### src/rtl/bbcd_pkg.sv
// Shared types, constants and the double-dabble step for the BCD converter.
package bbcd_pkg;

  localparam int DataW         = 32;
  localparam int MaxDigits     = 10;
  localparam int BcdW          = 4 * MaxDigits;
  localparam int CountW        = 4;
  localparam int StepsPerStage = 8;
  localparam int NumStages     = DataW / StepsPerStage;

  // Working word of the shift-and-add-3 conversion
  typedef struct packed {
    logic [BcdW-1:0]  bcd;
    logic [DataW-1:0] bin;
  } bbcd_work_t;

  // One double-dabble iteration: correct each nibble, then shift left by one
  function automatic bbcd_work_t dabble_step(input bbcd_work_t w);
    bbcd_work_t r;
    logic [3:0] nib;
    r = w;
    for (int d = 0; d < MaxDigits; d++) begin
      nib = r.bcd[4*d +: 4];
      if (nib >= 4'd5) begin
        r.bcd[4*d +: 4] = nib + 4'd3;
      end
    end
    {r.bcd, r.bin} = {r.bcd[BcdW-2:0], r.bin, 1'b0};
    return r;
  endfunction

endpackage

### src/rtl/bbcd_stage.sv
// One pipeline stage running a fixed group of double-dabble iterations.
module bbcd_stage (
  input  logic                clk,
  input  logic                rst_n,
  input  logic                s_valid,
  output logic                s_ready,
  input  bbcd_pkg::bbcd_work_t s_work,
  output logic                m_valid,
  input  logic                m_ready,
  output bbcd_pkg::bbcd_work_t m_work
);
  import bbcd_pkg::*;

  logic       valid_r;
  bbcd_work_t work_r;
  bbcd_work_t work_nxt;

  // Run this stage's share of the iterations
  always_comb begin
    work_nxt = s_work;
    for (int s = 0; s < StepsPerStage; s++) begin
      work_nxt = dabble_step(work_nxt);
    end
  end

  // Load when empty or when the next stage takes the held beat
  assign s_ready = !valid_r || m_ready;

  always_ff @(posedge clk) begin
    if (!rst_n) begin
      valid_r <= 1'b0;
    end else if (s_ready) begin
      valid_r <= s_valid;
    end
  end

  always_ff @(posedge clk) begin
    if (s_ready && s_valid) begin
      work_r <= work_nxt;
    end
  end

  assign m_valid = valid_r;
  assign m_work  = work_r;

endmodule

### src/rtl/bbcd_fmt.sv
// Output stage: digit-count check against the limit and result register.
module bbcd_fmt (
  input  logic                          clk,
  input  logic                          rst_n,
  input  logic [bbcd_pkg::CountW-1:0]   digit_count,
  input  logic                          s_valid,
  output logic                          s_ready,
  input  logic [bbcd_pkg::BcdW-1:0]     s_bcd,
  output logic                          m_valid,
  input  logic                          m_ready,
  output logic [bbcd_pkg::BcdW-1:0]     m_digits,
  output logic                          m_overflow
);
  import bbcd_pkg::*;

  logic              valid_r;
  logic [BcdW-1:0]   digits_r;
  logic              overflow_r;
  logic [CountW-1:0] need;
  logic [CountW-1:0] limit;
  logic              overflow_nxt;
  logic [BcdW-1:0]   digits_nxt;

  // Find the digits needed: highest nonzero nibble, zero still takes one
  always_comb begin
    need = CountW'(1);
    for (int d = 0; d < MaxDigits; d++) begin
      if (s_bcd[4*d +: 4] != 4'd0) begin
        need = CountW'(d + 1);
      end
    end
  end

  // Saturate the configured count and flag values that do not fit
  assign limit        = (digit_count > CountW'(MaxDigits)) ? CountW'(MaxDigits) : digit_count;
  assign overflow_nxt = need > limit;
  assign digits_nxt   = overflow_nxt ? '0 : s_bcd;

  assign s_ready = !valid_r || m_ready;

  always_ff @(posedge clk) begin
    if (!rst_n) begin
      valid_r <= 1'b0;
    end else if (s_ready) begin
      valid_r <= s_valid;
    end
  end

  always_ff @(posedge clk) begin
    if (s_ready && s_valid) begin
      digits_r   <= digits_nxt;
      overflow_r <= overflow_nxt;
    end
  end

  assign m_valid    = valid_r;
  assign m_digits   = digits_r;
  assign m_overflow = overflow_r;

endmodule

### src/rtl/binary_to_bcd_digits_core.sv
// Top level of the 32-bit binary to BCD converter with digit-count check.
// Throughput: one beat per cycle while out_tready does not stall the output; four
// double-dabble stages of eight iterations each plus a check stage, every stage
// registered with its own valid bit.
// Reset (rst_n low, synchronous): all stages empty, digit_count back to 10.
module binary_to_bcd_digits_core (
  input  logic                        clk,
  input  logic                        rst_n,
  input  logic                        in_tvalid,
  output logic                        in_tready,
  input  logic [bbcd_pkg::DataW-1:0]  in_tdata,   // [31:0] value
  output logic                        out_tvalid,
  input  logic                        out_tready,
  output logic [bbcd_pkg::BcdW-1:0]   out_tdata,  // [39:0] digits_packed
  output logic                        out_tuser,  // [0] overflow_error
  input  logic                        cfg_valid,
  output logic                        cfg_ready,
  input  logic [bbcd_pkg::CountW-1:0] cfg_data    // [3:0] digit_count
);
  import bbcd_pkg::*;

  logic [CountW-1:0] digit_count_r;

  logic       st_valid [NumStages+1];
  logic       st_ready [NumStages+1];
  bbcd_work_t st_work  [NumStages+1];

  // Take configuration beats at any time
  assign cfg_ready = 1'b1;

  always_ff @(posedge clk) begin
    if (!rst_n) begin
      digit_count_r <= CountW'(MaxDigits);
    end else if (cfg_valid) begin
      digit_count_r <= cfg_data;
    end
  end

  // Feed the first stage with an empty BCD field
  assign st_valid[0]     = in_tvalid;
  assign in_tready       = st_ready[0];
  assign st_work[0].bcd  = '0;
  assign st_work[0].bin  = in_tdata;

  for (genvar g = 0; g < NumStages; g++) begin : g_stage
    bbcd_stage u_stage (
      .clk     (clk),
      .rst_n   (rst_n),
      .s_valid (st_valid[g]),
      .s_ready (st_ready[g]),
      .s_work  (st_work[g]),
      .m_valid (st_valid[g+1]),
      .m_ready (st_ready[g+1]),
      .m_work  (st_work[g+1])
    );
  end

  bbcd_fmt u_fmt (
    .clk         (clk),
    .rst_n       (rst_n),
    .digit_count (digit_count_r),
    .s_valid     (st_valid[NumStages]),
    .s_ready     (st_ready[NumStages]),
    .s_bcd       (st_work[NumStages].bcd),
    .m_valid     (out_tvalid),
    .m_ready     (out_tready),
    .m_digits    (out_tdata),
    .m_overflow  (out_tuser)
  );

endmodule

### config.mk
export PLATFORM = sky130hd
export DESIGN_NAME = binary_to_bcd_digits_core
export DESIGN_NICKNAME = d
export VERILOG_FILES = /design/src/rtl/bbcd_pkg.sv /design/src/rtl/bbcd_stage.sv /design/src/rtl/bbcd_fmt.sv /design/src/rtl/binary_to_bcd_digits_core.sv
export SDC_FILE = /design/constraint.sdc
export NUM_CORES = 1
export LEC_CHECK = 0
export ABC_AREA = 1
export BUFFER_PORTS_ARGS = -buffer_cell sky130_fd_sc_hd__buf_4
export CORE_MARGIN = 8
export CORE_UTILIZATION = 57
export DETAILED_ROUTE_END_ITERATION = 7
export HOLD_SLACK_MARGIN = 0.03
export MAX_ROUTING_LAYER = met4
export PLACE_DENSITY_LB_ADDON = 0.12
export SLEW_MARGIN = 20
export SYNTH_ARGS = -nofsm -noshare
export SYNTH_HDL_FRONTEND = slang
export SYNTH_SLANG_ARGS = --single-unit
export TNS_END_PERCENT = 30
### constraint.sdc
create_clock -name clk -period 5.87 [get_ports clk]
set_input_delay 0 -clock clk [delete_from_list [all_inputs] [get_ports clk]]
set_output_delay 0 -clock clk [all_outputs]
set_load 0.005 [all_outputs]
# --- Word-level counts from Yosys, hierarchy flattened ---
# Index checks and enable logic that the tools add are counted.
classes:
  add_sub_neg: 265
  order_cmp: 267
  n_mux: 275
  reduce_logical: 24
op_table:
  columns: ["op", "count"]
  rows:
  - ["$ge 4x3->1 const B", 255]
  - ["$mux 4", 246]
  - ["$add 4x2->4 const B", 234]
  - ["$mux 3", 26]
  - ["$add 3x2->3 const B", 21]
  - ["$reduce_bool 4->1", 9]
  - ["$add 1x2->3 const B", 9]
  - ["$ge 1x3->1 const B", 9]
  - ["$logic_and 1x1->1", 5]
  - ["$logic_not 1->1", 5]
  - ["$logic_or 1x1->1", 5]
  - ["$gt 4x4->1", 1]
  - ["$gt 4x4->1 const B", 1]
  - ["$mux 2", 2]
  - ["$add 1x2->3 const AB", 1]
  - ["$ge 1x3->1 const AB", 1]
  - ["$mux 1", 1]
totals:
  ff_bits: 246
  inputBits: 41
  output_inout_bits: 44
  wordCells: 847

# --- Depth between registers and ports, before layout ---
# Gate-level depths: netlist of run 1.
depth:
  depth_word: 16
  ltp_mapped: 53
  mapped_depth_nobuf: 53

# --- Cells and area by module ---
# Synthesis of run 1 repeated with hierarchy kept, for this count alone.
unflattened:
  cells_unflattened: 6637
  area_unflattened_um2: 41742.5
modules_own_cells:
  columns: ["mod", "instances", "cells_per_inst", "area_per_inst_um2", "seq_area_each_um2"]
  rows:
  - ["bbcd_stage", 4, 1607, 9914.5, 1941.9]
  - ["bbcd_fmt", 1, 185, 1923.1, 1251.2]
  - ["binary_to_bcd_digits_core", 1, 24, 161.4, 80.1]

# --- Worst setup path before layout of run 1 ---
# Ideal clock, no wire load.
synth_path:
  path_type: "flip-flop to flip-flop"
  start: "reg g_stage[2].u_stage.work_r (netlist bit g_stage[2].u_stage.m_work[44])"
  end: "reg g_stage[3].u_stage.work_r (netlist bit g_stage[3].u_stage.m_work[49]), data pin"
  setup_ps: 252
  arrival_ps: 5149
  required_time_ps: 5618
  path_slack_ps: 468
  path_stages_with_launch: 45
  path_buffers: 0
  synth_period_minus_slack_ps: 5402
  cell_sequence: "edfxtp_1 > inv_1 > ha_1 > inv_1 > nand2_1 > nand3_2 > nand3_1 > inv_1 > ha_1 > nand2_1 > nand4_1 > and2_2 > ha_1 > nand3_1 > nand3_2 > nand2_1 > nand2_1 > inv_1 > (+9 left out) > ha_1 > nand3_1 > nand2_1 > inv_1 > nand3_1 > nand2_1 > inv_1 > ha_1 > nand3_1 > nand2_1 > inv_1 > nand2_1 > nand2_1 > nand3_1 > nand2_2 > nand2_1 > nand2_1 > nand2_1"
synth_lines:
  columns: ["item", "line_no", "rtl"]
  rows:
  - ["from (decl)", "bbcd_stage.sv:15", "bbcd_work_t work_r;"]
  - ["from (signal assigned)", "bbcd_stage.sv:39", "work_r <= work_nxt;"]
  - ["to (signal assigned)", "bbcd_stage.sv:39", null]
  - ["to (decl)", "bbcd_stage.sv:15", null]

==> results of run 1 <==
## worst paths after layout
kind | depth (start not counted) | startpoint | slack, ns | end
worst max-delay path | 43 | g_stage[2].u_stage.m_work[44]$_DFFE_PP_ | 0.35 | g_stage[3].u_stage.m_work[46]$_DFFE_PP_
worst min-delay path | 4 | in_tdata[26] | 0.07 | g_stage[0].u_stage.m_work[34]$_DFFE_PP_
worst max register to register | 43 | g_stage[2].u_stage.m_work[44]$_DFFE_PP_ | 0.35 | g_stage[3].u_stage.m_work[46]$_DFFE_PP_
worst min register to register | 0 | g_stage[1].u_stage.m_work[20]$_DFFE_PP_ | 0.43 | g_stage[2].u_stage.m_work[28]$_DFFE_PP_
## layer usage
layer | wire length [um] | up-vias | GRT usage [%]
met3 | 969 | 35 | 2.30
li1 | - | 11100 | -
met2 | 22300 | 181 | 36.4
met5 | 0 | - | -
met4 | 484 | 0 | 4.74
met1 | 18700 | 9177 | 20.7
## flip-flops by register name, indices dropped and copies added, names as in the netlist
signal / count
g_stage.u_stage.m_work: 150
u_fmt.m_digits: 40
digit_count_r: 4
g_stage.u_stage.m_valid: 4
u_fmt.m_overflow: 1
u_fmt.m_valid: 1
## kinds of logic after synthesis
| logic type | share of synthesized area [%] |
|---|---|
| and+or+nand+nor | 43.5 |
| buffers and inverters | 10.8 |
| AOI/OAI and AO/OA | 6.84 |
| DFF | 26.9 |
| adders and majority gates | 8.26 |
| xor gates and xnor gates | 3.56 |
| muxes | 0.0911 |
| other | 0.0171 |
## through the flow
stage	utilization [%]	instance area, sq um
finish	66.3	25400
detailed placement	60.7	23300
CTS	63.4	24300
floorplan	-	22000
global placement	60.7	23300
global route	66.3	25400
## timing repair
| item | in CTS | in global routing |
|---|---|---|
| hold buffers | 39 | 0 |
| cloned | 0 | 0 |
| pin swaps | 2 | 65 |
| endpoints found under the hold margin | 36 | 0 |
| buffers inserted | 1 | 53 |
| resized for setup | 5 | 185 |
| setup endpoints to repair | 7 | 67 |
## area by class of cell
class                           instances  area, sq um
Fill cell                            3272        12900
Timing Repair Buffer                  181         1470
Clock buffer                           17          425
Clock inverter                         15          206
Multi-Input combinational cell       2479        14400
Inverter                              628         2360
Sequential cell                       200         5920
Tap cell                              518          648
## worst max-delay path: cells and delay by family (launching register included)
kind / cells / cell delay, ns
buffers and inverters: 5 / 0.38
and+or+nand+nor: 31 / 3.14
DFF: 1 / 0.43
adders and majority gates: 7 / 1.33
## cells in the final DEF (no fill, tap or decap), drive strengths merged, types with 2 or more instances in the layout
cell / n
buf: 142
edfxtp: 191
inv: 630
clkbuf: 17
o22ai: 7
ha: 145
mux2i: 2
xnor2: 11
nand2: 1309
a21oi: 44
dfxtp: 9
nand4: 108
nor4: 9
nor2: 89
dlygate4sd3: 39
nor3: 3
o21bai: 4
a21boi: 4
a31o: 12
nand3b: 14
o211ai: 3
nand3: 435
a21o: 33
and2: 46
xor2: 68
o21ai: 125
clkinv: 12
or2: 2
==> out/qor.yml, run 1 <==
start_util_pct: 57.2
overflow: 0
cts.htree.levels: 4
antenna_found_initial: 0
critPathMaxStageDelay_ns: 0.43
avgSynthCellArea_sq_um: 6.63
clockBufferDepth: 2
final_nets: 3693
grt_pass1_wl_um: 74600
fmax_ghz: 0.181
hold_class: "input port to flop"
arrival_ns: 5.73
final-hold-violation-count: 0
stdcell_count: 4038
die_w_um: 212
netlist-cell-type-count: 49
drt-initial-drc-count: 788
numCtsBuffers: 17
layout-drive-gt1-share_pct: 19.9
synthFlopType: "edfxtp_1"
seq_area_frac_synth_pct: 26.9
synth_most_common_cell: "nand2_1"
synth_area_leader_cell: "edfxtp_1"
yosysWarnings: 0
synth_cells: 3312
hold_ws_ns: 0.0734
routedWlPerCell_um: 10.5
die_h_um: 212
vias_per_cell: 5.07
setup_viol: 0
fin_ws_ns: 0.350
cts_sinks: 200
synth_top_area_share_pct: 26.1
cts_tree: "built"
clk-insertion-delay-late_ns: 0.46
ant_nets: 0
grt_util_all_layers_pct: 19.1
worstMarginPinSlew_ns: 1.06
core_area_sq_mm: 0.0384
grt_pass1_vias: 19100
critPathSlowestCell: "edfxtp_1"
path_class: "flop to flop"
synth_edf_count: 191
fin_setup_tns_ns: 0
dieArea_sq_mm: 0.0451
crit_fanout: 5
cp-end-kind: "flop"
fin_skew_ns: 0.0129
post-route-min-period_ns: 5.52
dpl_worst_slack_ns: -0.110
dp_cells: 3912
antennaDiodeCount: 0
drt_first_pass_iters: 5
maxCapViolCount: 0
io_pins: 85
status: "complete, no violations"
drc_errors: 0
timing.final.crit_share_pct: 94.0
synth_area_sq_mm: 0.0220
gp_congestion: 0.836
worstPathRequired_ns: 6.08
area_growth_pct: 15.8
slew_violations: 0
root_buffer: "clkbuf_16"
crit_top_cell: "nand2_1"
grt_max_degree: 42
port-buffer-count: 83
rsz0062_at_grt: "yes"
path_clk_slew_ns: 0.08
rows: 72
postSynth.asyncResetShare_pct: 0
dpl.hpwl_um: 33100
start_kind: "flop"
syn-num-nets: 3498
synthTopCellsByCount: "1099 x nand2_1, 607 x inv_1, 364 x nand3_1, 200 x nand2_2, 191 x edfxtp_1"
vias: 20500
drt-total-wl_um: 42400
max_slew_margin_pct: 29.0
synth_area_leaders: "edfxtp_1 26%, nand2_1 19%, inv_1 10%, nand3_1 8.3%, ha_1 8.3%"
synth.ff_latch_count: 200
Power of run 1 is left out: the tool's default activity adds up to more than one toggle a clock period on the data nets, which glitch-free logic cannot reach.
==> run 2, diff against run 1 <==
--- a/config.mk
+++ b/config.mk
@@ -12,7 +12,7 @@
 export DETAILED_ROUTE_END_ITERATION = 7
 export HOLD_SLACK_MARGIN = 0.03
 export MAX_ROUTING_LAYER = met4
-export PLACE_DENSITY_LB_ADDON = 0.12
+export PLACE_DENSITY = 0.77
 export SLEW_MARGIN = 20
 export SYNTH_ARGS = -nofsm -noshare
 export SYNTH_HDL_FRONTEND = slang
==> out/qor.yml, run 2 (synthesized netlist as in run 1, its figures left out) <==
hold_class: "input port to flop"
fmax_ghz: 0.180
cts_sinks: 200
final-hold-violation-count: 0
fin_util_pct: 65.6
grt_util_all_layers_pct: 19.3
dpl.hpwl_um: 33600
overflow: 0
cts.htree.levels: 4
cp-end-kind: "flop"
port-buffer-count: 83
slew_violations: 0
layout-drive-gt1-share_pct: 19.6
crit_top_cell: "nand2_1"
clockBufferDepth: 2
clk-insertion-delay-late_ns: 0.47
dieArea_sq_mm: 0.0451
worst_r2r_endpoint: "g_stage[1].u_stage.m_work[51]$_DFFE_PP_"
r2r_setup_slack_ns: 0.32
antenna_found_initial: 0
final_common_cell: "nand2_1"
vias: 20600
drc_errors: 0
root_buffer: "clkbuf_16"
start_kind: "flop"
gp_congestion: 0.833
timing.rr.start: "g_stage[0].u_stage.m_work[36]$_DFFE_PP_"
critPathMaxStageDelay_ns: 0.44
drt_first_pass_iters: 5
worstPathRequired_ns: 6.08
grt_pass1_wl_um: 75100
maxCapViolCount: 0
antennaDiodeCount: 0
setup_viol: 0
worstMarginPinSlew_ns: 1.05
vias_per_cell: 5.12
cts_tree: "built"
min_to: "g_stage[0].u_stage.m_work[34]$_DFFE_PP_"
path_clk_slew_ns: 0.08
io_pins: 85
grt_max_degree: 42
arrival_ns: 5.77
core_area_sq_mm: 0.0384
critPathSlowestCell: "edfxtp_1"
multi_input_area_sq_mm: 0.0143
final_nets: 3683
fill_cells: 3224
drt-total-wl_um: 43600
crit_buf_inv: 8
numCtsBuffers: 17
post-route-min-period_ns: 5.55
routedWlPerCell_um: 10.8
path_class: "flop to flop"
die_h_um: 212
area_growth_pct: 14.6
status: "complete, no violations"
regArea_sq_mm: 0.00592
r2r_cells: 42
rows: 72
drt-initial-drc-count: 809
start_util_pct: 57.2
final_cell_mix: "1066 x nand2_1, 578 x inv_1, 328 x nand3_1"
die_w_um: 212
rsz0062_at_grt: "yes"
ant_nets: 0
max_slew_margin_pct: 30.1
largest_reg_flops: 150
crit_fanout: 5
timing.final.crit_share_pct: 94.6
grt_pass1_vias: 19200
holdPathStages: 4
fin_skew_ns: 0.0145
crit_family: "simple AND/OR/NAND/NOR gates"
hold_start: "in_tdata[26]"
## run 2: worst max-delay path by stage
stage                     slack (ns)                                     from                                 endpoint  cells past startpoint
after floorplan                 0.47  g_stage[2].u_stage.m_work[44]$_DFFE_PP_  g_stage[3].u_stage.m_work[49]$_DFFE_PP_                     44
after global placement          0.21  g_stage[2].u_stage.m_work[44]$_DFFE_PP_  g_stage[3].u_stage.m_work[50]$_DFFE_PP_                     44
after detailed placement       -0.15  g_stage[2].u_stage.m_work[44]$_DFFE_PP_  g_stage[3].u_stage.m_work[49]$_DFFE_PP_                     44
after CTS                      0.009  g_stage[0].u_stage.m_work[36]$_DFFE_PP_  g_stage[1].u_stage.m_work[51]$_DFFE_PP_                     43
after global routing           -0.16  g_stage[0].u_stage.m_work[36]$_DFFE_PP_  g_stage[1].u_stage.m_work[51]$_DFFE_PP_                     46
final                           0.32  g_stage[0].u_stage.m_work[36]$_DFFE_PP_  g_stage[1].u_stage.m_work[51]$_DFFE_PP_                     42
## run 2: worst min-delay path: stages
cell and delay [ns]:
buf_4 0.09, xor2_1 0.10, nor2_1 0.12, a21oi_1 0.05
## run 2: final cells by class
cell class	count	share of cell area, %
inverter	628	9.36
multi-input combinational	2479	56.7
clock buffer	18	1.74
timing repair buffer	171	5.54
sequential	200	23.5
tap	518	2.57
clock inverter	14	0.596
## run 2: through the flow
step	setup TNS (ns)	cell area, sq um	setup WS, ns	instances	hold WS (ns)
3_3_place_gp	0	23300	0.213	3912	0.178
2_1_floorplan	0	22000	0.468	3312	0.0841
5_1_grt	-1.75	25200	-0.162	4028	0.106
4_1_cts	0	24300	0.00869	3985	0.0501
3_5_place_dp	-0.686	23300	-0.147	3912	0.179
6_report	0	25200	0.316	4028	0.0679
## run 2: what timing repair did
item	4_1_cts	5_1_grt
hold buffers	39	0
setup endpoints to repair	9	63
endpoints found under the hold margin	36	0
gates resized for setup	7	162
pin swaps	2	52
buffers inserted	2	42
## run 2: metal layers
layer  track usage, %  vias to the layer above  part of all wire [%]
li1                 -                    11000                     -
met1             20.4                     9257                    43
met2             37.5                      240                    53
met3             2.33                       59                   2.5
met4             5.00                        0                   1.5
met5                -                        -                     0
Power of run 2 is left out for the same reason.
==> run 3, diff against run 2 <==
--- a/config.mk
+++ b/config.mk
@@ -6,15 +6,16 @@
 export NUM_CORES = 1
 export LEC_CHECK = 0
 export ABC_AREA = 1
-export BUFFER_PORTS_ARGS = -buffer_cell sky130_fd_sc_hd__buf_4
 export CORE_MARGIN = 8
 export CORE_UTILIZATION = 57
 export DETAILED_ROUTE_END_ITERATION = 7
+export DONT_BUFFER_PORTS = 1
 export HOLD_SLACK_MARGIN = 0.03
 export MAX_ROUTING_LAYER = met4
-export PLACE_DENSITY = 0.77
+export PLACE_DENSITY = 0.75
 export SLEW_MARGIN = 20
 export SYNTH_ARGS = -nofsm -noshare
 export SYNTH_HDL_FRONTEND = slang
+export SYNTH_HIERARCHICAL = 1
 export SYNTH_SLANG_ARGS = --single-unit
 export TNS_END_PERCENT = 30
==> constraint.sdc (replaced) <==
create_clock -name clk -period 5.57 [get_ports clk]
set_input_delay 0 -clock clk [delete_from_list [all_inputs] [get_ports clk]]
set_output_delay 0 -clock clk [all_outputs]
set_load 0.005 [all_outputs]
==> out/qor.yml, run 3 <==
holdPathStages: 1
drc_errors: 0
min_to: "g_stage[0].u_stage/m_work[32]$_DFFE_PP_"
fin_setup_tns_ns: -1.62
max_slew_margin_pct: 27.9
fin_skew_ns: 0.0186
fill_cells: 6053
slew_violations: 0
die_h_um: 281
grt_util_all_layers_pct: 19.3
multi_input_area_sq_mm: 0.0299
layout-drive-gt1-share_pct: 22.2
die_w_um: 281
cts.htree.levels: 1
port-buffer-count: 0
routedWlPerCell_um: 9.81
drt_first_pass_iters: 5
dpl.hpwl_um: 60600
maxCapViolCount: 0
final_common_cell: "nand2_1"
gp_congestion: 0.818
worst_r2r_endpoint: "g_stage[2].u_stage/m_work[70]$_DFFE_PP_"
largest_reg_flops: 208
final_nets: 7313
synth_cells: 6553
cts_tree: "built"
crit_fanout: 3
root_buffer: "clkbuf_16"
regArea_sq_mm: 0.00766
worstPathRequired_ns: 5.92
start_util_pct: 57.4
path_class: "flop to flop"
status: "finished, violations left"
vias_per_cell: 4.95
hold_class: "input port to flop"
timing.rr.start: "g_stage[1].u_stage/m_work[68]$_DFFE_PP_"
fmax_ghz: 0.169
grt_max_degree: 49
vias: 39600
drt-total-wl_um: 78400
path_clk_slew_ns: 0.06
dieArea_sq_mm: 0.0790
final_cell_mix: "2313 x nand2_1, 1028 x inv_1, 670 x nand3_1"
grt_pass1_wl_um: 137000
hold_start: "in_tdata[24]"
worstMarginPinSlew_ns: 1.08
overflow: 0
dp_cells: 7730
clk-insertion-delay-late_ns: 0.61
r2r_setup_slack_ns: -0.34
numCtsBuffers: 31
setup_viol: 7
grt_pass1_vias: 35600
antennaDiodeCount: 0
antenna_found_initial: 0
timing.final.crit_share_pct: 106
drt-initial-drc-count: 1308
critPathMaxStageDelay_ns: 0.43
start_kind: "flop"
arrival_ns: 6.26
synth_area_sq_mm: 0.0400
io_pins: 85
final-hold-violation-count: 0
area_growth_pct: 17.1
cts_sinks: 258
ant_nets: 0
fin_ws_ns: -0.341
r2r_cells: 59
cp-end-kind: "flop"
stdcell_count: 7992
rows: 97
core_area_sq_mm: 0.0698
crit_top_cell: "nand2_2"
violations: "setup timing"
clockBufferDepth: 3
yosysWarnings: 6
avgSynthCellArea_sq_um: 6.11
critPathSlowestCell: "edfxtp_1"
fin_util_pct: 67.2
rsz0062_at_grt: "yes"
post-route-min-period_ns: 5.91
-- run 3: changes by cell type in the layout (fill, tap and decap cells not counted), sizes merged, moves of 99 or more --
cell   delta
nand2  +1580
nand3   +499
buf     +121
ha       +99
o21ai   +192
inv     +554
conb    +130
-- run 3: routing by layer --
layer  routed length, um  part of all wire, %  up-vias  GRT usage [%]
li1                    -                    -    21800              -
met2               41200                   52      346           38.0
met5                   0                    0        -              -
met4                1240                  1.6        0           3.51
met3                1480                  1.9      100           1.43
met1               34500                   44    17300           21.2
-- run 3: per-stage QoR --
step | instance area [sq um] | hold WS (ns) | worst slack (ns)
4_1_cts | 45200 | 0.0337 | -0.0504
3_5_place_dp | 42700 | 0.0890 | -0.464
3_3_place_gp | 42700 | 0.0912 | -0.254
2_1_floorplan | 40700 | 0.0841 | -0.000730
6_report | 46900 | 0.0935 | -0.341
5_1_grt | 46900 | 0.0517 | -0.711
-- run 3: timing repair --
| item | in CTS | in global routing |
|---|---|---|
| pin swaps | 75 | 109 |
| buffers inserted | 79 | 68 |
| hold endpoints to repair | 103 | 0 |
| endpoints found under the setup margin | 9 | 90 |
| gates cloned | 0 | 0 |
| hold buffers | 65 | 0 |
| gates resized for setup | 75 | 314 |
-- run 3: final cells by class --
class                   count  share of cell area (%)
clock buffers              35                    1.69
repair buffers            318                    5.71
clock inverters            22                   0.432
well taps                 940                    2.51
multi-input cells        5231                    63.8
inverters                1188                    9.52
flip-flops and latches    258                    16.3
-- run 3: critical path: cells and delay by family (launching register included) --
family	cells	cell delay (ns)
buf+inv	13	0.67
flops	1	0.43
simple gates	38	3.41
fa+ha+maj	8	1.13
-- run 3: worst max path at each step --
stage,cells past startpoint,slack (ns),endpoint,start
after global routing,59,-0.71,g_stage[2].u_stage/m_work[70]$_DFFE_PP_,g_stage[1].u_stage/m_work[68]$_DFFE_PP_
final,59,-0.34,g_stage[2].u_stage/m_work[70]$_DFFE_PP_,g_stage[1].u_stage/m_work[68]$_DFFE_PP_
after global placement,59,-0.25,g_stage[3].u_stage/m_work[69]$_DFFE_PP_,g_stage[2].u_stage/m_work[68]$_DFFE_PP_
after detailed placement,59,-0.46,g_stage[2].u_stage/m_work[70]$_DFFE_PP_,g_stage[1].u_stage/m_work[68]$_DFFE_PP_
after floorplan,59,-0.0007,g_stage[2].u_stage/m_work[69]$_DFFE_PP_,g_stage[1].u_stage/m_work[68]$_DFFE_PP_
after CTS,59,-0.05,g_stage[2].u_stage/m_work[70]$_DFFE_PP_,g_stage[1].u_stage/m_work[68]$_DFFE_PP_
Power of run 3 is left out for the same reason.
